File: src/rtl/coin_change_min_coins_assert.svh
// Assertion macros for the coin change RTL, included by the sequencer ccmc_ctrl.
`ifndef COIN_CHANGE_MIN_COINS_ASSERT_SVH
`define COIN_CHANGE_MIN_COINS_ASSERT_SVH

`ifndef NO_ASSERTIONS
// Same-cycle implication, sampled on clk, off while arst_n is low.
`define CCMC_ASSERT_IMP(label, ante, cons) \
	label: assert property (@(posedge clk) disable iff (!arst_n) (ante) |-> (cons)) \
		else $error("assertion failed");
// Next-cycle implication, sampled on clk, off while arst_n is low.
`define CCMC_ASSERT_NXT(label, ante, cons) \
	label: assert property (@(posedge clk) disable iff (!arst_n) (ante) |=> (cons)) \
		else $error("assertion failed");
`else
`define CCMC_ASSERT_IMP(label, ante, cons)
`define CCMC_ASSERT_NXT(label, ante, cons)
`endif

`endif

File: src/rtl/ccmc_pkg.sv
// Types, constants and helpers for the coin change block.
package ccmc_pkg;

	localparam int MAX_TARGET = 1023;
	localparam int NUM_COINS  = 6;
	localparam int REG_COINS  = 6;
	localparam int COUNT_MAX  = 1023;

	localparam int ACT_MAX = (NUM_COINS < REG_COINS) ? NUM_COINS : REG_COINS;

	localparam int TGT_W    = 12;
	localparam int COIN_W   = 10;
	localparam int TOT_W    = 10;
	localparam int STAT_W   = 2;
	localparam int CCNT_W   = 3;
	localparam int CIDX_W   = $clog2(REG_COINS);
	localparam int CFG_W    = COIN_W;
	localparam int AMT_W    = $clog2(MAX_TARGET + 1);
	localparam int CNT_W    = AMT_W;
	localparam int TBL_DEPTH = MAX_TARGET + 1;
	localparam int CMP_W    = (AMT_W > COIN_W) ? AMT_W : COIN_W;

	// register indexes
	localparam logic [CCNT_W-1:0] REG_COIN_COUNT = CCNT_W'(0);
	localparam logic [CCNT_W-1:0] REG_COIN_LAST  = CCNT_W'(REG_COINS);

	// result status codes
	localparam logic [STAT_W-1:0] ST_OK         = 2'd0;
	localparam logic [STAT_W-1:0] ST_IMPOSSIBLE = 2'd1;
	localparam logic [STAT_W-1:0] ST_RANGE      = 2'd2;
	localparam logic [STAT_W-1:0] ST_NO_COINS   = 2'd3;

	typedef struct packed {
		logic             found;
		logic [CNT_W-1:0] count;
	} entry_t;

	typedef struct packed {
		logic [STAT_W-1:0] status;
		logic [TOT_W-1:0]  coin_total;
	} res_t;

	typedef struct packed {
		logic                                clear;
		logic [CCNT_W-1:0]                   active;
		logic [REG_COINS-1:0][COIN_W-1:0]    value;
	} coin_cfg_t;

	function automatic res_t make_result(entry_t e);
		res_t r;
		r.status     = ST_IMPOSSIBLE;
		r.coin_total = '0;
		if (e.found) begin
			r.status = ST_OK;
			if (32'(e.count) > COUNT_MAX) begin
				r.coin_total = TOT_W'(COUNT_MAX);
			end else begin
				r.coin_total = TOT_W'(e.count);
			end
		end
		return r;
	endfunction

endpackage

File: src/rtl/ccmc_cfg.sv
// Configuration registers: coin count and coin values.
module ccmc_cfg import ccmc_pkg::*; (
	input  logic              clk,
	input  logic              arst_n,
	input  logic              cfg_we,
	input  logic [CCNT_W-1:0] cfg_idx,
	input  logic [CFG_W-1:0]  cfg_data,
	output coin_cfg_t         cfg
);

	logic [CCNT_W-1:0]               coin_count_q;
	logic [REG_COINS-1:0][COIN_W-1:0] coin_value_q;

	always_ff @(posedge clk or negedge arst_n) begin
		if (!arst_n) begin
			coin_count_q <= '0;
			for (int k = 0; k < REG_COINS; k++) begin
				coin_value_q[k] <= COIN_W'(1);
			end
		end else if (cfg_we) begin
			if (cfg_idx == REG_COIN_COUNT) begin
				coin_count_q <= cfg_data[CCNT_W-1:0];
			end else if (cfg_idx <= REG_COIN_LAST) begin
				coin_value_q[CIDX_W'(cfg_idx - CCNT_W'(1))] <= cfg_data[COIN_W-1:0];
			end
		end
	end

	always_comb begin
		cfg.value  = coin_value_q;
		cfg.active = (coin_count_q > CCNT_W'(ACT_MAX)) ? CCNT_W'(ACT_MAX) : coin_count_q;
		// any known register written drops the solved range
		cfg.clear  = cfg_we && (cfg_idx <= REG_COIN_LAST);
	end

endmodule

File: config.mk
export PLATFORM = sky130hd
export DESIGN_NAME = ccmc_cfg
export DESIGN_NICKNAME = d
export VERILOG_FILES = /design/src/rtl/coin_change_min_coins_assert.svh /design/src/rtl/ccmc_pkg.sv /design/src/rtl/ccmc_cfg.sv
export SDC_FILE = /design/constraint.sdc
export NUM_CORES = 1
export LEC_CHECK = 0
export BUFFER_PORTS_ARGS = -buffer_cell sky130_fd_sc_hd__buf_2
export CAP_MARGIN = 20
export CORE_MARGIN = 2
export CORE_UTILIZATION = 40
export DETAILED_ROUTE_END_ITERATION = 6
export PLACE_DENSITY = 0.65
export SYNTH_ARGS = -nofsm -noshare
export SYNTH_HDL_FRONTEND = slang
export SYNTH_SLANG_ARGS = --single-unit
File: constraint.sdc
create_clock -name clk -period 0.85 [get_ports clk]
set_input_delay 0.0425 -clock clk [delete_from_list [all_inputs] [get_ports clk]]
set_output_delay 0.0425 -clock clk [all_outputs]
set_load 0.01 [all_outputs]
==> results of run 1 <==
==> per-layer routing <==
| metal | vias up | part of all wire | GRT usage |
|---|---|---|---|
| li1 | 790 | - | - |
| met1 | 859 | 0.43 | 0.222 |
| met2 | 52 | 0.49 | 0.287 |
| met3 | 6 | 0.070 | 0.0732 |
| met4 | 0 | 0.0082 | 0.0572 |
| met5 | - | 0 | 0 |
==> report_power, final <==
group | total [W] | leakage [nW] | switching (W) | internal [W]
logic | 0.00380 | 0.994 | 0.00147 | 0.00233
registers | 0.00463 | 0.753 | 0.000566 | 0.00407
clock network | 0.00289 | 0.114 | 0.00108 | 0.00181
==> cell usage after synthesis <==
cell,n,area (sq um)
nor3_4,2,32.5
clkbuf_1,2,7.51
buf_4,2,15.0
or3_1,2,12.5
inv_1,2,7.51
mux2_2,48,541
nor2_2,1,6.26
nand2_1,1,3.75
nand4_2,1,12.5
ha_1,3,37.5
nand3b_1,2,15.0
or2b_2,1,8.76
or4_4,1,11.3
xnor2_1,1,8.76
and2_1,1,6.26
nand3_2,1,10.0
dfrtp_1,57,1430
buf_6,1,11.3
mux2_1,5,56.3
a21boi_0,1,7.51
xor2_1,1,8.76
dfstp_2,6,158
mux2_4,10,150
==> registers in the layout, summed over array words and instances, names as in the netlist <==
name          cells
cfg              60
coin_count_q      3
==> metrics by stage <==
stage	instances	hold slack [ps]
2_1_floorplan	152	-253
3_3_place_gp	322	-70.3
3_5_place_dp	322	-71.4
4_1_cts	354	4.26
5_1_grt	357	18.6
6_report	357	19.8
==> cell type report <==
type | instances | area [sq um]
Sequential cell | 63 | 1580
Timing Repair Buffer | 116 | 908
Tap cell | 77 | 96.3
Clock buffer | 13 | 159
Inverter | 2 | 27.5
Clock inverter | 3 | 65.1
Fill cell | 498 | 2430
Multi-Input combinational cell | 83 | 1010
==> timing repair <==
action                                  in CTS  in global routing
buffers inserted                            11                  3
gates cloned                                 1                  0
pin swaps                                    8                  1
hold buffers                                 4                  0
gates resized for setup                     31                 13
endpoints found under the hold margin       63                  0
endpoints found under the setup margin     124                124
==> worst paths after layout <==
| path | to | slack [ps] |
|---|---|---|
| hold / removal | cfg[39]$_DFFE_PN0P_ | 20 |
| setup reg to reg | cfg[36]$_DFFE_PN0P_ | -50 |
| hold reg to reg | cfg[13]$_DFFE_PN0P_ | 490 |
| min in group asynchronous | cfg[53]$_DFFE_PN0P_ | 110 |
| max in group asynchronous | cfg[30]$_DFFE_PN1P_ | 250 |
| setup / recovery | cfg[38]$_DFFE_PN0P_ | -490 |
==> cells in the final DEF, fill, tap and decap left out, types with 4 or more instances in the layout <==
cell type	instances
mux2_2	45
dfrtp_1	57
clkbuf_8	11
buf_12	4
dfstp_2	6
buf_2	54
mux2_1	5
mux2_4	13
buf_4	24
buf_6	30
dlygate4sd3_1	4
==> logic make-up after synthesis <==
kind of cell / after synthesis / synth area share
xor gates and xnor gates: 2 / 0.00686
buffers and inverters: 7 / 0.0162
AOI/OAI and AO/OA: 1 / 0.00294
muxes: 63 / 0.293
adders and majority gates: 3 / 0.0147
and+or+nand+nor: 13 / 0.0465
DFF: 63 / 0.620
==> worst max-delay path, delay by kind of cell <==
family                     cells  cell delay (ps)
muxes                          1              330
and+or+nand+nor                3              910
buffers and inverters          2              130
adders and majority gates      1              140
==> qor.csv, run 1 <==
stage,metric,value,unit
setup_path,critical path's slowest cell,or4_4,
power,P per Cell Area,2940,mW/mm^2
timing,final worst setup slack,-490,ps
placed_design,I/O Buffers,79,
timing,Worst Tran Pin Value,262,ps
status,status,"finished, violations left",
routing,DR WL/cell,16.5,um
logic_synthesis,Cell variety after synth,23,
min_path,HP Class,input pin to flop,
die,row count,29,
power,leakage,1.86,nW
logic_synthesis,Syn Nets,171,
timing,Final setup viols,124,
setup_path,CP Launch Type,input pin,
logic_synthesis,"Seq/Total Area, Yosys",0.620,
logic_synthesis,Syn. warnings,0,
grt,first-pass GRT wire length,9500,um
setup_path,CP Class,input pin to flop,
grt,global route total overflow,0,
setup_path,Reg2Reg Launch Point,cfg[36]$_DFFE_PN0P_,
min_path,Hold Path Origin,cfg_data[9],
clocking,CTS H-tree depth,3,
job,Max-Cap Viols,0,
clocking,clk slew on worst S/H paths,70,ps
timing,Tcrit/Tclk final,1.58,
clocking,clock latency on the worst-skew pair,330,ps
status,failing checks,setup timing,
clocking,Num Clock Sinks,63,
timing,Final Skew,0,ps
setup_path,CP cell instances,buf_12 > inv_8 > ha_4 > or2b_4 > nand3_4 > or4_4 > mux2_4,
clocking,CTS Buffer Depth,2,
clocking,CTS Root Cell,clkbuf_8,
timing,Setup TNS Final,-28620,ps
layout,Antenna Cells,0,
logic_synthesis,post-synthesis register bit count,63,
layout,layout cells sized above 1,0.739,
timing,RSZ-0062 raised after global routing,true,
timing,Peak Freq,0.746,GHz
grt,vias in the first global route,1818,
logic_synthesis,Netlist Area Pre-Place,0.00255,sq mm
logic_synthesis,Avg Inst Size Synth,16.8,sq um
setup_path,worst endpoint required time,1060,ps
die,die width,83.9,um
grt,pin count of the biggest net entering global routing,25,
placed_design,GPL Wtd Cong,0.733,
routing,Vias,1707,
timing,min Tclk post-route,1340,ps
setup_path,max incr delay on CP,620,ps
setup_path,CP Capture Type,flop,
setup_path,WP data arrival,1550,ps
routing,DRC,0,
power,VDD IR max,1780,uV
layout,synthesis-to-finish area growth,50.8,%
grt,total global-route track usage,0.179,
die,die area,0.00704,sq mm
logic_synthesis,Gate Count Post-Synth,152,
routing,"antenna viol nets, final",0,
routing,1st-pass router iterations,3,
layout,fin util,0.614,
min_path,Min-Delay Path Depth,2,
grt,antenna violations before repair,0,
die,Core Box Area,0.00628,sq mm
routing,DRT iter0 DRCs,22,
timing,final hold violation count,0,
clocking,total clock buffers created by CTS,9,
placed_design,DP Wirelength,4100,um
die,Starting Density,0.407,
routing,Via density,4.78,
clocking,CTS tree,yes,
layout,Final Net Count,294,
power,Pwr Total,0.0113,W
die,die height,83.9,um
routing,Routed Wire Length,5880,um
layout,"Design Area, Final",0.00385,sq mm
placed_design,placed cell area,0.00326,sq mm
timing,Slew Limit Fails,0,
die,# IOs,80,
setup_path,"critical path fanouts, max",5,
setup_path,Reg2Reg Depth,2,
placed_design,pre-CTS setup slack,-985,ps
setup_path,Setup crit start,cfg_idx[1],
timing,Slew HR,0.825,
No activity file was read; power rests on OpenSTA's default activity.
==> run 2: changes to the inputs <==
--- a/config.mk
+++ b/config.mk
@@ -10,7 +10,8 @@
 export CORE_MARGIN = 2
 export CORE_UTILIZATION = 40
 export DETAILED_ROUTE_END_ITERATION = 6
-export PLACE_DENSITY = 0.65
+export PLACE_DENSITY = 0.68
+export SKIP_CTS_REPAIR_TIMING = 1
 export SYNTH_ARGS = -nofsm -noshare
 export SYNTH_HDL_FRONTEND = slang
 export SYNTH_SLANG_ARGS = --single-unit
==> constraint.sdc (replaced) <==
create_clock -name clk -period 1.2 [get_ports clk]
set_input_delay 0.06 -clock clk [delete_from_list [all_inputs] [get_ports clk]]
set_output_delay 0.06 -clock clk [all_outputs]
set_load 0.01 [all_outputs]
==> run 2 against run 1 <==
  * The flow still finishes with violations (setup timing)
  * Sequential share of layout area is 0.56 points higher
  * Count of clock-buffer cells in the layout fell by 3
  * First-iteration DRC count rose by 32%
  * Cell area decreased by 1.3%
  * Routed wire length is 4.2% higher
  * Global-route usage decreased by 0.81 points
  * Final cell count fell by 3.6%
==> qor.csv, run 2 (synthesized netlist as in run 1, its figures left out) <==
stage,metric,value,unit
layout,multi-input logic area,0.00116,sq mm
layout,Antenna Cells,0,
setup_path,worst reg-to-reg setup slack,400,ps
power,leakage,1.86,nW
placed_design,DP Wirelength,3940,um
die,die width,83.9,um
die,die area,0.00704,sq mm
die,row count,29,
routing,Routed Wire Length,6130,um
routing,DR WL/cell,17.8,um
layout,max FFs per register,60,
setup_path,critical path's slowest cell,or4_4,
power,P per Cell Area,2050,mW/mm^2
routing,DRC,0,
grt,first-pass GRT wire length,9090,um
setup_path,"critical path fanouts, max",5,
routing,"antenna viol nets, final",0,
layout,Layout Cells excl Fill,344,
timing,Slew Limit Fails,0,
timing,Slew HR,0.765,
die,Core Box Area,0.00628,sq mm
timing,final worst setup slack,-175,ps
layout,synthesis-to-finish area growth,48.8,%
setup_path,CP Class,input pin to flop,
timing,Final setup viols,60,
power,Pwr Total,0.00777,W
routing,met2 wire length,3030,um
layout,"commonest non-fill, non-tap cell in the layout",buf_2,
grt,pin count of the biggest net entering global routing,31,
clocking,CTS Root Cell,clkbuf_8,
placed_design,GPL Wtd Cong,0.719,
placed_design,dpl cells,321,
layout,layout cells sized above 1,0.753,
layout,Sequential Area,0.00158,sq mm
placed_design,I/O Buffers,79,
clocking,clk slew on worst S/H paths,80,ps
die,die height,83.9,um
timing,final hold violation count,0,
clocking,clock latency on the worst-skew pair,330,ps
layout,Final Net Count,281,
setup_path,max incr delay on CP,500,ps
routing,Vias,1684,
routing,Highest Signal Layer,met4,
setup_path,CP Launch Type,input pin,
setup_path,worst endpoint required time,1420,ps
routing,Via density,4.90,
setup_path,CP Capture Type,flop,
status,failing checks,setup timing,
timing,min Tclk post-route,1370,ps
clocking,Num Clock Sinks,63,
timing,Final Skew,0,ps
timing,Peak Freq,0.727,GHz
routing,met1 wire length,2710,um
layout,"commonest cells after routing, fill and taps aside","buf_2 (77), dfrtp_1 (57), mux2_4 (42)",
setup_path,CP cell instances,buf_12 > inv_12 > buf_4 > ha_4 > buf_6 > xor2_4 > or4_4 > mux2_4,
clocking,CTS tree,yes,
grt,total global-route track usage,0.171,
clocking,total clock buffers created by CTS,9,
routing,Met3 Routed Length,276,um
min_path,HP Class,input pin to flop,
routing,DRT iter0 DRCs,29,
timing,Min Hold Slack,23.6,ps
status,status,"finished, violations left",
job,Max-Cap Viols,0,
layout,Fillers,484,
clocking,CTS Buffer Depth,2,
grt,antenna violations before repair,0,
timing,Setup TNS Final,-7040,ps
die,Starting Density,0.407,
grt,global route total overflow,0,
timing,Worst Tran Pin Value,353,ps
die,# IOs,80,
grt,vias in the first global route,1677,
clocking,CTS H-tree depth,3,
routing,1st-pass router iterations,4,
power,VDD IR max,1260,uV
timing,Tcrit/Tclk final,1.15,
timing,RSZ-0062 raised after global routing,true,
setup_path,WP data arrival,1600,ps
[run 2: cell types whose count changed in the layout (fill, tap and decap cells not counted), moves of 2 or more]
| cell | previous run | this run |
|---|---|---|
| dlygate4sd3_1 | 4 | 1 |
| mux2_2 | 45 | 18 |
| buf_2 | 54 | 77 |
| clkinvlp_4 | 0 | 2 |
| buf_6 | 30 | 9 |
| mux2_4 | 13 | 42 |
| clkbuf_1 | 2 | 0 |
| buf_4 | 24 | 9 |
| mux2_1 | 5 | 3 |
[run 2: worst max-delay path, delay by kind of cell]
kind	cells	cell delay [ps]
buf+inv	4	380
simple gates	1	500
fa+ha+maj	1	170
xor+xnor	1	150
mux	1	320
[run 2: worst paths after layout]
| kind | from | endpoint | depth (start not counted) |
|---|---|---|---|
| worst max register to register | coin_count_q[2]$_DFFE_PN0P_ | coin_count_q[2]$_DFFE_PN0P_ | 1 |
| worst min register to register | cfg[42]$_DFFE_PN0P_ | cfg[42]$_DFFE_PN0P_ | 1 |
| worst min-delay path | cfg_data[7] | cfg[17]$_DFFE_PN0P_ | 2 |
| max in group asynchronous | arst_n | cfg[20]$_DFFE_PN1P_ | 3 |
| worst max-delay path | cfg_idx[0] | cfg[38]$_DFFE_PN0P_ | 8 |
| min in group asynchronous | arst_n | cfg[5]$_DFFE_PN0P_ | 2 |
[run 2: where the power goes]
group          switching (W)  leakage, nW  total [W]  internal [W]
Sequential          0.000376        0.753    0.00325       0.00288
Combinational        0.00102        0.997    0.00242       0.00140
Clock               0.000864        0.109    0.00210       0.00124
[run 2: area by class of cell]
type,instances,share of cell area
Clock inverter,6,0.0244
Multi-Input combinational cell,83,0.305
Sequential cell,63,0.417
Inverter,2,0.00724
Tap cell,77,0.0254
Timing Repair Buffer,103,0.185
Clock buffer,10,0.0362
[run 2: metal layers]
layer,up-vias,GRT usage
met1,867,0.212
met4,0,0.0792
met2,46,0.279
met5,-,0
li1,761,-
met3,10,0.0465
[run 2: stage by stage]
| step | cell area (sq um) | utilization | setup slack (ps) |
|---|---|---|---|
| finish | 3800 | 0.605 | -175 |
| global route | 3800 | 0.605 | -210 |
| CTS | 3490 | 0.556 | -304 |
| detailed placement | 3260 | 0.519 | -665 |
| global placement | 3260 | 0.519 | -642 |
| floorplan | 2630 | - | -405 |
==> run 3: changes to the inputs <==
--- a/config.mk
+++ b/config.mk
@@ -7,10 +7,11 @@
 export LEC_CHECK = 0
 export BUFFER_PORTS_ARGS = -buffer_cell sky130_fd_sc_hd__buf_2
 export CAP_MARGIN = 20
-export CORE_MARGIN = 2
+export CORE_MARGIN = 3
 export CORE_UTILIZATION = 40
 export DETAILED_ROUTE_END_ITERATION = 6
 export PLACE_DENSITY = 0.68
+export SETUP_SLACK_MARGIN = 0.15
 export SKIP_CTS_REPAIR_TIMING = 1
 export SYNTH_ARGS = -nofsm -noshare
 export SYNTH_HDL_FRONTEND = slang
==> run 3 against run 2 <==
  * The flow still finishes with violations (setup timing)
  * Register-to-register slack got worse by 20 ps
  * Worst setup slack got worse by 9.2 ps
  * Sequential share of layout area rose by 1.1 points
  * Power fell by 5.0%
  * Die area rose by 4.8%
  * Combinational power rose by 3%
  * Core utilization rose by 0.49 points
  * Sequential power barely moved
  * Global-route usage fell by 1.2 points
  * Critical endpoint is now cfg[31]$_DFFE_PN0P_
  * Largest power group unchanged
  * Highest routed layer unchanged
==> qor.csv, run 3 (synthesized netlist as in run 1, its figures left out) <==
stage,metric,value,unit
grt,antenna violations before repair,0,
power,P_sw,0.00217,W
timing,final hold violation count,0,
setup_path,CP Launch Type,input pin,
layout,"commonest non-fill, non-tap cell in the layout",buf_2,
layout,Layout Cells excl Fill,339,
timing,Final setup viols,53,
routing,DRT iter0 DRCs,29,
routing,DR WL/cell,17.1,um
clocking,clk slew on worst S/H paths,70,ps
layout,Final Net Count,278,
routing,Routed Wire Length,5780,um
grt,total global-route track usage,0.160,
setup_path,CP Class,input pin to flop,
clocking,CTS H-tree depth,3,
clocking,Num Clock Sinks,63,
setup_path,CP Capture Type,flop,
setup_path,CP cell instances,buf_12 > inv_12 > ha_4 > nand3b_1 > nand3_4 > or4_4 > mux2_4,
layout,"commonest cells after routing, fill and taps aside","buf_2 (70), dfrtp_1 (57), mux2_4 (38)",
status,status,"finished, violations left",
layout,fin util,0.610,
timing,Final Skew,0,ps
timing,RSZ-0062 raised after global routing,true,
grt,pin count of the biggest net entering global routing,64,
power,leakage,1.83,nW
grt,vias in the first global route,1593,
routing,"antenna viol nets, final",0,
timing,Peak Freq,0.723,GHz
die,# IOs,80,
timing,final worst setup slack,-184,ps
placed_design,dpl cells,318,
clocking,total clock buffers created by CTS,9,
setup_path,RR Endpoint,cfg[0]$_DFFE_PN1P_,
die,die area,0.00738,sq mm
power,VDD IR max,1060,uV
grt,global route total overflow,0,
routing,Via density,4.83,
status,failing checks,setup timing,
layout,Antenna Cells,0,
placed_design,pre-CTS setup slack,-658,ps
min_path,Min-Delay Path Depth,2,
setup_path,"critical path fanouts, max",5,
clocking,clock latency on the worst-skew pair,330,ps
setup_path,worst endpoint required time,1410,ps
layout,max FFs per register,60,
power,switch share,0.294,
die,Core Box Area,0.00606,sq mm
die,Starting Density,0.421,
setup_path,Setup crit start,cfg_idx[0],
min_path,HP Class,input pin to flop,
timing,Worst Tran Pin Value,328,ps
die,die width,85.9,um
layout,synthesis-to-finish area growth,44.8,%
placed_design,I/O Buffers,79,
power,Pwr Total,0.00738,W
setup_path,worst reg-to-reg setup slack,380,ps
timing,Min Hold Slack,36.3,ps
routing,1st-pass router iterations,2,
timing,Tcrit/Tclk final,1.15,
timing,Slew HR,0.781,
setup_path,Reg2Reg Depth,2,
setup_path,WP data arrival,1590,ps
job,Max-Cap Viols,0,
placed_design,DP Wirelength,3920,um
timing,Slew Limit Fails,0,
layout,layout cells sized above 1,0.754,
die,row count,28,
die,die height,85.9,um
setup_path,critical path endpoint,cfg[31]$_DFFE_PN0P_,
power,combinational power share,0.337,
power,P per Cell Area,2000,mW/mm^2
placed_design,GPL Wtd Cong,0.740,
power,Flop pwr share,0.443,
setup_path,max incr delay on CP,610,ps
routing,Vias,1639,
setup_path,Reg2Reg Launch Point,cfg[0]$_DFFE_PN1P_,
clocking,CTS Root Cell,clkbuf_8,
power,P_int,0.00522,W
clocking,CTS Buffer Depth,2,
timing,min Tclk post-route,1380,ps
grt,first-pass GRT wire length,8730,um
setup_path,critical path's slowest cell,or4_4,
power,clock network power share,0.220,
routing,DRC,0,
clocking,CTS tree,yes,
run 3: worst min path at each step:
stage | start | to | slack, ps
after global routing | cfg_data[5] | cfg[55]$_DFFE_PN0P_ | 30
after CTS | arst_n | cfg[1]$_DFFE_PN0P_ | -260
after floorplan | arst_n | cfg[11]$_DFFE_PN0P_ | -240
after global placement | arst_n | cfg[11]$_DFFE_PN0P_ | 100
final | cfg_data[6] | cfg[36]$_DFFE_PN0P_ | 40
after detailed placement | arst_n | cfg[11]$_DFFE_PN0P_ | 100
run 3: cell type report:
class	count	area (sq um)
Fill cell	485	2360
Sequential cell	63	1580
Multi-Input combinational cell	83	1120
Timing Repair Buffer	100	699
Clock buffer	13	159
Tap cell	75	93.8
Inverter	2	27.5
Clock inverter	3	17.5
run 3: critical path: cells and delay by family:
kind | cells | cell delay (ps)
simple gates | 3 | 940
mux | 1 | 320
buf+inv | 2 | 160
fa+ha+maj | 1 | 100
run 3: power by group through the flow:
stage / combinational (W) / sequential (W) / clock, W
final: 0.00249 / 0.00327 / 0.00162
after global placement: 0.00212 / 0.00326 / 0
after floorplan: 0.000815 / 0.00358 / 0
after detailed placement: 0.00216 / 0.00327 / 0
after global routing: 0.00267 / 0.00337 / 0.00176
after CTS: 0.00216 / 0.00324 / 0.00167
run 3: layer usage:
layer	up-vias	GRT usage	share of wire
met5	-	0	0
met1	825	0.202	0.45
li1	760	-	-
met2	44	0.250	0.48
met4	0	0.0604	0.016
met3	10	0.0596	0.058
run 3: stage by stage:
stage | TNS (ps) | area [sq um]
after CTS | -12640 | 3410
after global routing | -7040 | 3700
after detailed placement | -33750 | 3240
final | -5440 | 3700
after global placement | -32430 | 3240
after floorplan | -19570 | 2630
